`config.mk`:
```
export PLATFORM = sky130hd
export DESIGN_NAME = triangle_primitive_assembler_unit
export DESIGN_NICKNAME = d
export VERILOG_FILES = /design/src/tpa_pkg.sv /design/src/tpa_core.sv /design/src/triangle_primitive_assembler_unit.sv
export SDC_FILE = /design/constraint.sdc
export NUM_CORES = 1
export LEC_CHECK = 0
export ABC_AREA = 0
export BUFFER_PORTS_ARGS = -buffer_cell sky130_fd_sc_hd__clkbuf_2
export CORE_AREA = 2 2 87 152
export CTS_CLUSTER_SIZE = 12
export DETAILED_ROUTE_END_ITERATION = 10
export DIE_AREA = 0 0 89 154
export GPL_TIMING_DRIVEN = 0
export PLACE_DENSITY = 0.79
export SLEW_MARGIN = 10
export SYNTH_ARGS = -nofsm -noshare
export SYNTH_HDL_FRONTEND = slang
export SYNTH_SLANG_ARGS = --single-unit
export TNS_END_PERCENT = 20
```
`constraint.sdc`:
```
create_clock -name clock -period 8.4 [get_ports clock]
set_input_delay 1.68 -clock clock [delete_from_list [all_inputs] [get_ports clock]]
set_output_delay 1.68 -clock clock [all_outputs]
set_load 0.01 [all_outputs]
```
`src/tpa_pkg.sv`:
```
// shared types and constants for the triangle primitive assembler
package tpa_pkg;

   // field widths of the item payloads
   localparam int VERTEX_ID_WIDTH = 16;
   localparam int PRIM_KIND_WIDTH = 2;

   // default number of vertex index bits in use
   localparam int VERTEX_ID_BITS_DEFAULT = 16;

   // primitive kind codes
   typedef enum logic [PRIM_KIND_WIDTH-1:0] {
      KIND_SEPARATE = 2'd0,
      KIND_STRIP    = 2'd1,
      KIND_FAN      = 2'd2
   } prim_kind_type;

   // one incoming vertex item
   typedef struct packed {
      logic [VERTEX_ID_WIDTH-1:0] vertex_id;
      logic [PRIM_KIND_WIDTH-1:0] prim_kind;
      logic                       starts_primitive;
   } req_type;

   // one emitted triangle item
   typedef struct packed {
      logic [VERTEX_ID_WIDTH-1:0] corner_a;
      logic [VERTEX_ID_WIDTH-1:0] corner_b;
      logic [VERTEX_ID_WIDTH-1:0] corner_c;
   } rsp_type;

endpackage

```
`src/tpa_core.sv`:
```
// vertex history, position counters and triangle formation for one vertex item
module tpa_core import tpa_pkg::*; #(
   parameter int VERTEX_ID_BITS = VERTEX_ID_BITS_DEFAULT
) (
   input  logic    clock,
   input  logic    reset,
   input  logic    keep_strip_order,
   input  logic    accept,
   input  req_type req,
   output logic    tri_valid,
   output rsp_type tri_data
);

   // stored index width: ids wider than the payload field gain nothing
   localparam int ID_W = (VERTEX_ID_BITS < VERTEX_ID_WIDTH) ? VERTEX_ID_BITS : VERTEX_ID_WIDTH;

   function automatic logic is_degenerate(input logic [ID_W-1:0] a,
                                          input logic [ID_W-1:0] b,
                                          input logic [ID_W-1:0] c);
      return (a == b) || (b == c) || (a == c);
   endfunction

   logic [PRIM_KIND_WIDTH-1:0] kind_ff, kind_in;
   logic [ID_W-1:0]            anchor_ff, older_ff, newer_ff;
   logic [1:0]                 seen_ff, seen_in, seen_eff;
   logic [1:0]                 phase_ff, phase_in, phase_eff;
   logic                       parity_ff, parity_in, parity_eff;
   logic [ID_W-1:0]            vtx;
   logic [ID_W-1:0]            a_sel, b_sel;
   logic                       emit;

   // a primitive start clears the counters before the vertex is used
   always_comb begin
      vtx        = req.vertex_id[ID_W-1:0];
      kind_in    = req.starts_primitive ? req.prim_kind : kind_ff;
      seen_eff   = req.starts_primitive ? 2'd0 : seen_ff;
      phase_eff  = req.starts_primitive ? 2'd0 : phase_ff;
      parity_eff = req.starts_primitive ? 1'b0 : parity_ff;
      seen_in    = (seen_eff < 2'd2) ? seen_eff + 2'd1 : seen_eff;
   end

   // triangle selection by primitive kind, latched or taken from a starting item
   always_comb begin
      emit      = 1'b0;
      a_sel     = older_ff;
      b_sel     = newer_ff;
      phase_in  = phase_eff;
      parity_in = parity_eff;
      unique case (kind_in)
         KIND_SEPARATE: begin
            if (phase_eff >= 2'd2) begin
               emit     = !is_degenerate(older_ff, newer_ff, vtx);
               phase_in = 2'd0;
            end else begin
               phase_in = phase_eff + 2'd1;
            end
         end
         KIND_STRIP: begin
            if (seen_eff >= 2'd2) begin
               emit      = !is_degenerate(older_ff, newer_ff, vtx);
               parity_in = ~parity_eff;
               if (parity_eff && !keep_strip_order) begin
                  a_sel = newer_ff;
                  b_sel = older_ff;
               end
            end
         end
         KIND_FAN: begin
            if (seen_eff >= 2'd2) begin
               emit  = !is_degenerate(anchor_ff, newer_ff, vtx);
               a_sel = anchor_ff;
            end
         end
         default: begin
            emit = 1'b0;
         end
      endcase
   end

   assign tri_valid         = accept && emit;
   assign tri_data.corner_a = VERTEX_ID_WIDTH'(a_sel);
   assign tri_data.corner_b = VERTEX_ID_WIDTH'(b_sel);
   assign tri_data.corner_c = VERTEX_ID_WIDTH'(vtx);

   // assembly state
   always_ff @(posedge clock) begin
      if (reset) begin
         kind_ff   <= KIND_SEPARATE;
         seen_ff   <= 2'd0;
         phase_ff  <= 2'd0;
         parity_ff <= 1'b0;
         anchor_ff <= '0;
         older_ff  <= '0;
         newer_ff  <= '0;
      end else if (accept) begin
         kind_ff   <= kind_in;
         seen_ff   <= seen_in;
         phase_ff  <= phase_in;
         parity_ff <= parity_in;
         if (seen_eff == 2'd0) begin
            anchor_ff <= vtx;
         end
         older_ff <= newer_ff;
         newer_ff <= vtx;
      end
   end

endmodule

```
`src/triangle_primitive_assembler_unit.sv`:
```
// top level of the triangle primitive assembler: channels, register and result buffering
//
// Takes one vertex item per cycle while req_stall is low on the req_ channel
// (valid/stall) and emits assembled triangles on the rsp_ channel (valid/stall).
// An item is taken at a clock edge where req_valid is high and req_stall is low.
// Each vertex item yields zero or one triangle; a triangle is registered in the
// result register, or in the skid buffer while the receiver stalls, before rsp_valid shows it.
// Throughput is one vertex item per cycle while the skid buffer is empty: the
// assembly state updates in a single pass, and the result register plus a
// one-entry skid buffer let the next item enter while a finished triangle waits.
// When the receiver stalls, the held triangle stays on rsp_payload; a second
// triangle goes into the skid buffer, and req_stall then rises until the
// skid buffer drains.
// The keep_strip_order register is written through csr_valid/csr_ready (always ready);
// the user must write it only while the block is idle, and the block does not enforce this.
// Synchronous reset clears the assembly state, the register and both result
// buffers; the stream is treated as separate triangles until a primitive start.
module triangle_primitive_assembler_unit import tpa_pkg::*; #(
   parameter int VERTEX_ID_BITS = VERTEX_ID_BITS_DEFAULT
) (
   input  logic    clock,
   input  logic    reset,
   input  logic    req_valid,
   output logic    req_stall,
   input  req_type req_payload,
   output logic    rsp_valid,
   input  logic    rsp_stall,
   output rsp_type rsp_payload,
   input  logic    csr_valid,
   output logic    csr_ready,
   input  logic    csr_data
);

   logic    keep_ff;
   logic    out_valid_ff, skid_valid_ff;
   rsp_type out_data_ff, skid_data_ff;
   logic    req_accept, rsp_fire;
   logic    tri_valid;
   rsp_type tri_data;

   assign csr_ready  = 1'b1;
   assign req_stall  = skid_valid_ff;
   assign req_accept = req_valid && !req_stall;
   assign rsp_fire   = out_valid_ff && !rsp_stall;

   // configuration register
   always_ff @(posedge clock) begin
      if (reset) begin
         keep_ff <= 1'b0;
      end else if (csr_valid && csr_ready) begin
         keep_ff <= csr_data;
      end
   end

   tpa_core #(
      .VERTEX_ID_BITS(VERTEX_ID_BITS)
   ) u_core (
      .clock           (clock),
      .reset           (reset),
      .keep_strip_order(keep_ff),
      .accept          (req_accept),
      .req             (req_payload),
      .tri_valid       (tri_valid),
      .tri_data        (tri_data)
   );

   // result register and skid buffer
   always_ff @(posedge clock) begin
      if (reset) begin
         out_valid_ff  <= 1'b0;
         skid_valid_ff <= 1'b0;
      end else if (skid_valid_ff) begin
         if (rsp_fire) begin
            out_valid_ff  <= 1'b1;
            skid_valid_ff <= 1'b0;
         end
      end else if (!out_valid_ff || rsp_fire) begin
         out_valid_ff <= tri_valid;
      end else if (tri_valid) begin
         skid_valid_ff <= 1'b1;
      end
   end

   // result payloads
   always_ff @(posedge clock) begin
      if (skid_valid_ff) begin
         if (rsp_fire) begin
            out_data_ff <= skid_data_ff;
         end
      end else if (!out_valid_ff || rsp_fire) begin
         if (tri_valid) begin
            out_data_ff <= tri_data;
         end
      end else if (tri_valid) begin
         skid_data_ff <= tri_data;
      end
   end

   assign rsp_valid   = out_valid_ff;
   assign rsp_payload = out_data_ff;

endmodule
```
==> summary.md <==
| Metric | Value |
|---|---|
| Run status | `completed` |
| Antenna diode count | `0` |
| Clock Skews | `~0.011 ns` |
| Post-cts sizing count | `0` |
| Total Routed Length | `18,800 um` |
| Crit Path Max Fanout | `12` |
| Cell chosen for the clock root | `sky130_fd_sc_hd__clkbuf_16` |
| Power per unit of standard cell area | `between 200 and 250 nW/um2` |
| Share of post-route cells with drive strength above 1 | `0.247` |
| Most instantiated cells after synthesis | `sky130_fd_sc_hd__nand2_1 (105), sky130_fd_sc_hd__edfxtp_1 (96), sky130_fd_sc_hd__mux2_2 (64)` |
| Fraction of met1 tracks used by global routing | `0.328` |
| Fraction of synthesized cell area taken by the top area cell type | `0.399` |
| Min Tclk post-route | `about 4.8 ns` |
| Post-synth EDFFs | `96` |
| Fin util | `0.677` |
| Grt met3 use | `0.0446` |
| RSZ-0062 raised after global routing | `false` |
| Width of the chip | `between 80 and 90 um` |
| Slew Limit Fails | `0` |
| Final global-route overflow total | `0` |
| Overall Global Routing Usage | `0.287` |
| Element type at the critical path end | `flop` |
| Highest-utilization routing layer at the global route stage | `met2` |
| Clock slew at reported path FFs | `~0.06 ns` |
| Max cap viols | `0` |
| Synth Warn # | `0` |
| Routed wirelength normalized by instance count | `around 21 um` |
| I/O pin cnt | `76` |
| Critical path required time | `roughly 8.5 ns` |
| Class of the worst hold path | `flop to flop` |
| Bufs on Longest Clock Path | `2` |
| Nets | `between 700 and 800` |
| Router iterations before antenna repair | `7` |
| Cells after Synth | `about 640` |
| Total of flip-flops plus latches after synthesis | `~150` |
| Overall power of the completed layout | `about 0.0017 W` |
| Hold-critical path depth | `2` |
| Initial DRC Count | `just under 400` |
| Fmax | `between 200 and 250 MHz` |
| Slew headroom | `0.432` |
| Detail-routed via count per cell | `5.77` |
| Final weighted congestion of routability-driven global placement | `approximately 0.97` |
| Primary flip-flop cell chosen by synthesis mapping | `sky130_fd_sc_hd__edfxtp_1` |
| Worst-margin pin slew | `around 0.84 ns` |
| Leading cell type by number of instances after synthesis | `sky130_fd_sc_hd__nand2_1` |
| Pin count of the biggest net entering global routing | `28` |
| Cell types with the largest area share after synthesis | `sky130_fd_sc_hd__edfxtp_1 (40%), sky130_fd_sc_hd__dfxtp_1 (16%), sky130_fd_sc_hd__mux2_2 (10%), sky130_fd_sc_hd__xnor2_1 (5.8%), sky130_fd_sc_hd__nand2_1 (5.5%)` |
| Final standard cell count with taps included and fillers excluded | `916` |
| Post-synth design cell area | `roughly 7200 um2` |
| Die height | `around 150 um` |
| Antenna violation net count after detailed routing | `0` |
| Crit path arrival time | `between 4 and 5 ns` |
| Layout area overhead | `16.6%` |
| HPWL after detailed placement | `~14,000 um` |
| Post-detailed-route DRC marker count | `0` |
| Standard cell area after detailed placement | `about 8000 um2` |
| Average footprint of a synthesized cell | `approximately 11 um2` |
| Crit share post-route | `0.576` |
| Post-CTS setup repair buffer count | `0` |
| Initial Utilization | `0.581` |
| H-tree Lvls | `4` |
| Number of instances in the placed design | `around 890` |
| Floorplan core area | `about 12,000 um2` |
| Site row count | `54` |
| Total of hold buffers inserted after clock tree synthesis | `0` |
| Via count | `5,284` |
| Via count of the first global-routing pass | `between 5,000 and 6,000` |
| Met2 Track Usage GR | `0.503` |
| Clock sinks | `roughly 150` |
| Leakage power total | `3.13 nW` |
| Overall die area | `approximately 14,000 um2` |
| Number of endpoints failing setup at the final stage | `0` |
| Global-route wire length before repair | `29,100 um` |
| Clock latency on the worst-skew pair | `around 0.43 ns` |
| Initial antenna violation count | `0` |
| Hold Fails Final Rpt | `0` |
| Library cell with the largest summed area after synthesis | `sky130_fd_sc_hd__edfxtp_1` |
| Proportion of synthesized chip area in sequential cells | `0.560` |
| Port buffer count | `74` |
| Cells on worst reg2reg path | `11` |
| IR drop worst, VDD | `roughly 170 uV` |
| Net count after synthesis | `between 600 and 700` |
| CTS tree | `yes` |
| Cell area after layout | `between 8000 and 9000 um2` |
| Startpoint types | `input pin` |
| Count of distinct cell types in the synthesized netlist | `36` |
| Total clock buffers created by CTS | `17` |
| Critical path start-end classification | `input pin to flop` |
| Proportion of synthesized flip-flops having asynchronous set or reset | `0` |
| Fin Hold WS | `around 0.46 ns` |
## final timing paths
| kind | from | endpoint | slack [ns] |
|---|---|---|---|
| setup / recovery | req_payload[0] | skid_data_ff[42] | 3.56 |
| hold / removal | u_core.kind_ff[0] | u_core.kind_ff[0] | 0.46 |
| setup reg to reg | u_core.kind_ff[0] | skid_data_ff[42] | 5.09 |
| hold reg to reg | u_core.kind_ff[0] | u_core.kind_ff[0] | 0.46 |
## critical path, cell delays in order
cell and delay [ns]:
sky130_fd_sc_hd__clkbuf_2 0.10, sky130_fd_sc_hd__clkbuf_1 0.36, sky130_fd_sc_hd__mux2i_1 0.37, sky130_fd_sc_hd__ha_1 0.24
sky130_fd_sc_hd__inv_1 0.12, sky130_fd_sc_hd__nor2_4 0.19, sky130_fd_sc_hd__buf_2 0.26, sky130_fd_sc_hd__nand2_1 0.12
sky130_fd_sc_hd__nor3_1 0.20, sky130_fd_sc_hd__a31oi_1 0.17, sky130_fd_sc_hd__nor3_2 0.58, sky130_fd_sc_hd__buf_4 0.32
sky130_fd_sc_hd__buf_4 0.24
## flip-flops by register name, indices dropped and copies added (netlist names)
| register | count |
|---|---|
| keep_ff | 1 |
| req_stall | 1 |
| u_core.parity_ff | 1 |
| skid_data_ff | 48 |
| u_core.kind_ff | 2 |
| rsp_payload | 48 |
| u_core.newer_ff | 16 |
| u_core.anchor_ff | 16 |
| u_core.older_ff | 16 |
| u_core.seen_ff | 2 |
| rsp_valid | 1 |
| u_core.phase_ff | 2 |
## final cells by class
type | count | area (um2)
Clock inverter | 14 | 116
Buffer | 66 | 273
Clock buffer | 17 | 425
Sequential cell | 154 | 4040
Inverter | 5 | 18.8
Multi-Input combinational cell | 413 | 2910
Tap cell | 168 | 210
Fill cell | 1010 | 4010
Timing Repair Buffer | 79 | 428
## cells by family after synthesis
logic type	count (synthesis)	share of synthesized area
muxes	69	0.107
adders and majority gates	6	0.0104
xor gates and xnor gates	80	0.0970
DFF	154	0.560
buffers and inverters	71	0.0403
and+or+nand+nor	157	0.0970
other	1	0.000519
AOI/OAI and AO/OA	100	0.0885
## per-layer routing
| metal | share of wire | vias up |
|---|---|---|
| li1 | - | 2443 |
| met1 | 0.37 | 2595 |
| met2 | 0.55 | 197 |
| met3 | 0.042 | 49 |
| met4 | 0.038 | 0 |
| met5 | 0 | - |
## power breakdown
| part | internal, W | switching (W) |
|---|---|---|
| registers | 0.000817 | 0.0000160 |
| logic | 0.0000635 | 0.000102 |
| clock network | 0.000382 | 0.000330 |
| total | 0.00126 | 0.000448 |
## cells in the final DEF (no fill, tap or decap), drive strengths merged, types with 2 or more instances in the layout
cell type	count
ha	6
clkinvlp	4
xor2	32
or3	2
mux2	64
clkinv	5
a211oi	3
xnor2	48
mux2i	5
nor4	11
a22o	30
dfxtp	58
nand3b	3
edfxtp	96
clkbuf	148
o211ai	3
buf	14
nand2	105
nand3	2
nand2b	4
nor2	9
nor3	4
o21ai	7
nand4	15
inv	10
a21oi	53
## through the flow
stage                     TNS (ns)  setup WS, ns
final                            0          3.56
after detailed placement         0          3.14
after CTS                        0          3.56
after floorplan                  0          1.24
after global routing             0          3.26
after global placement      -82.28        -0.896
Power figures use the tool's default switching activity.
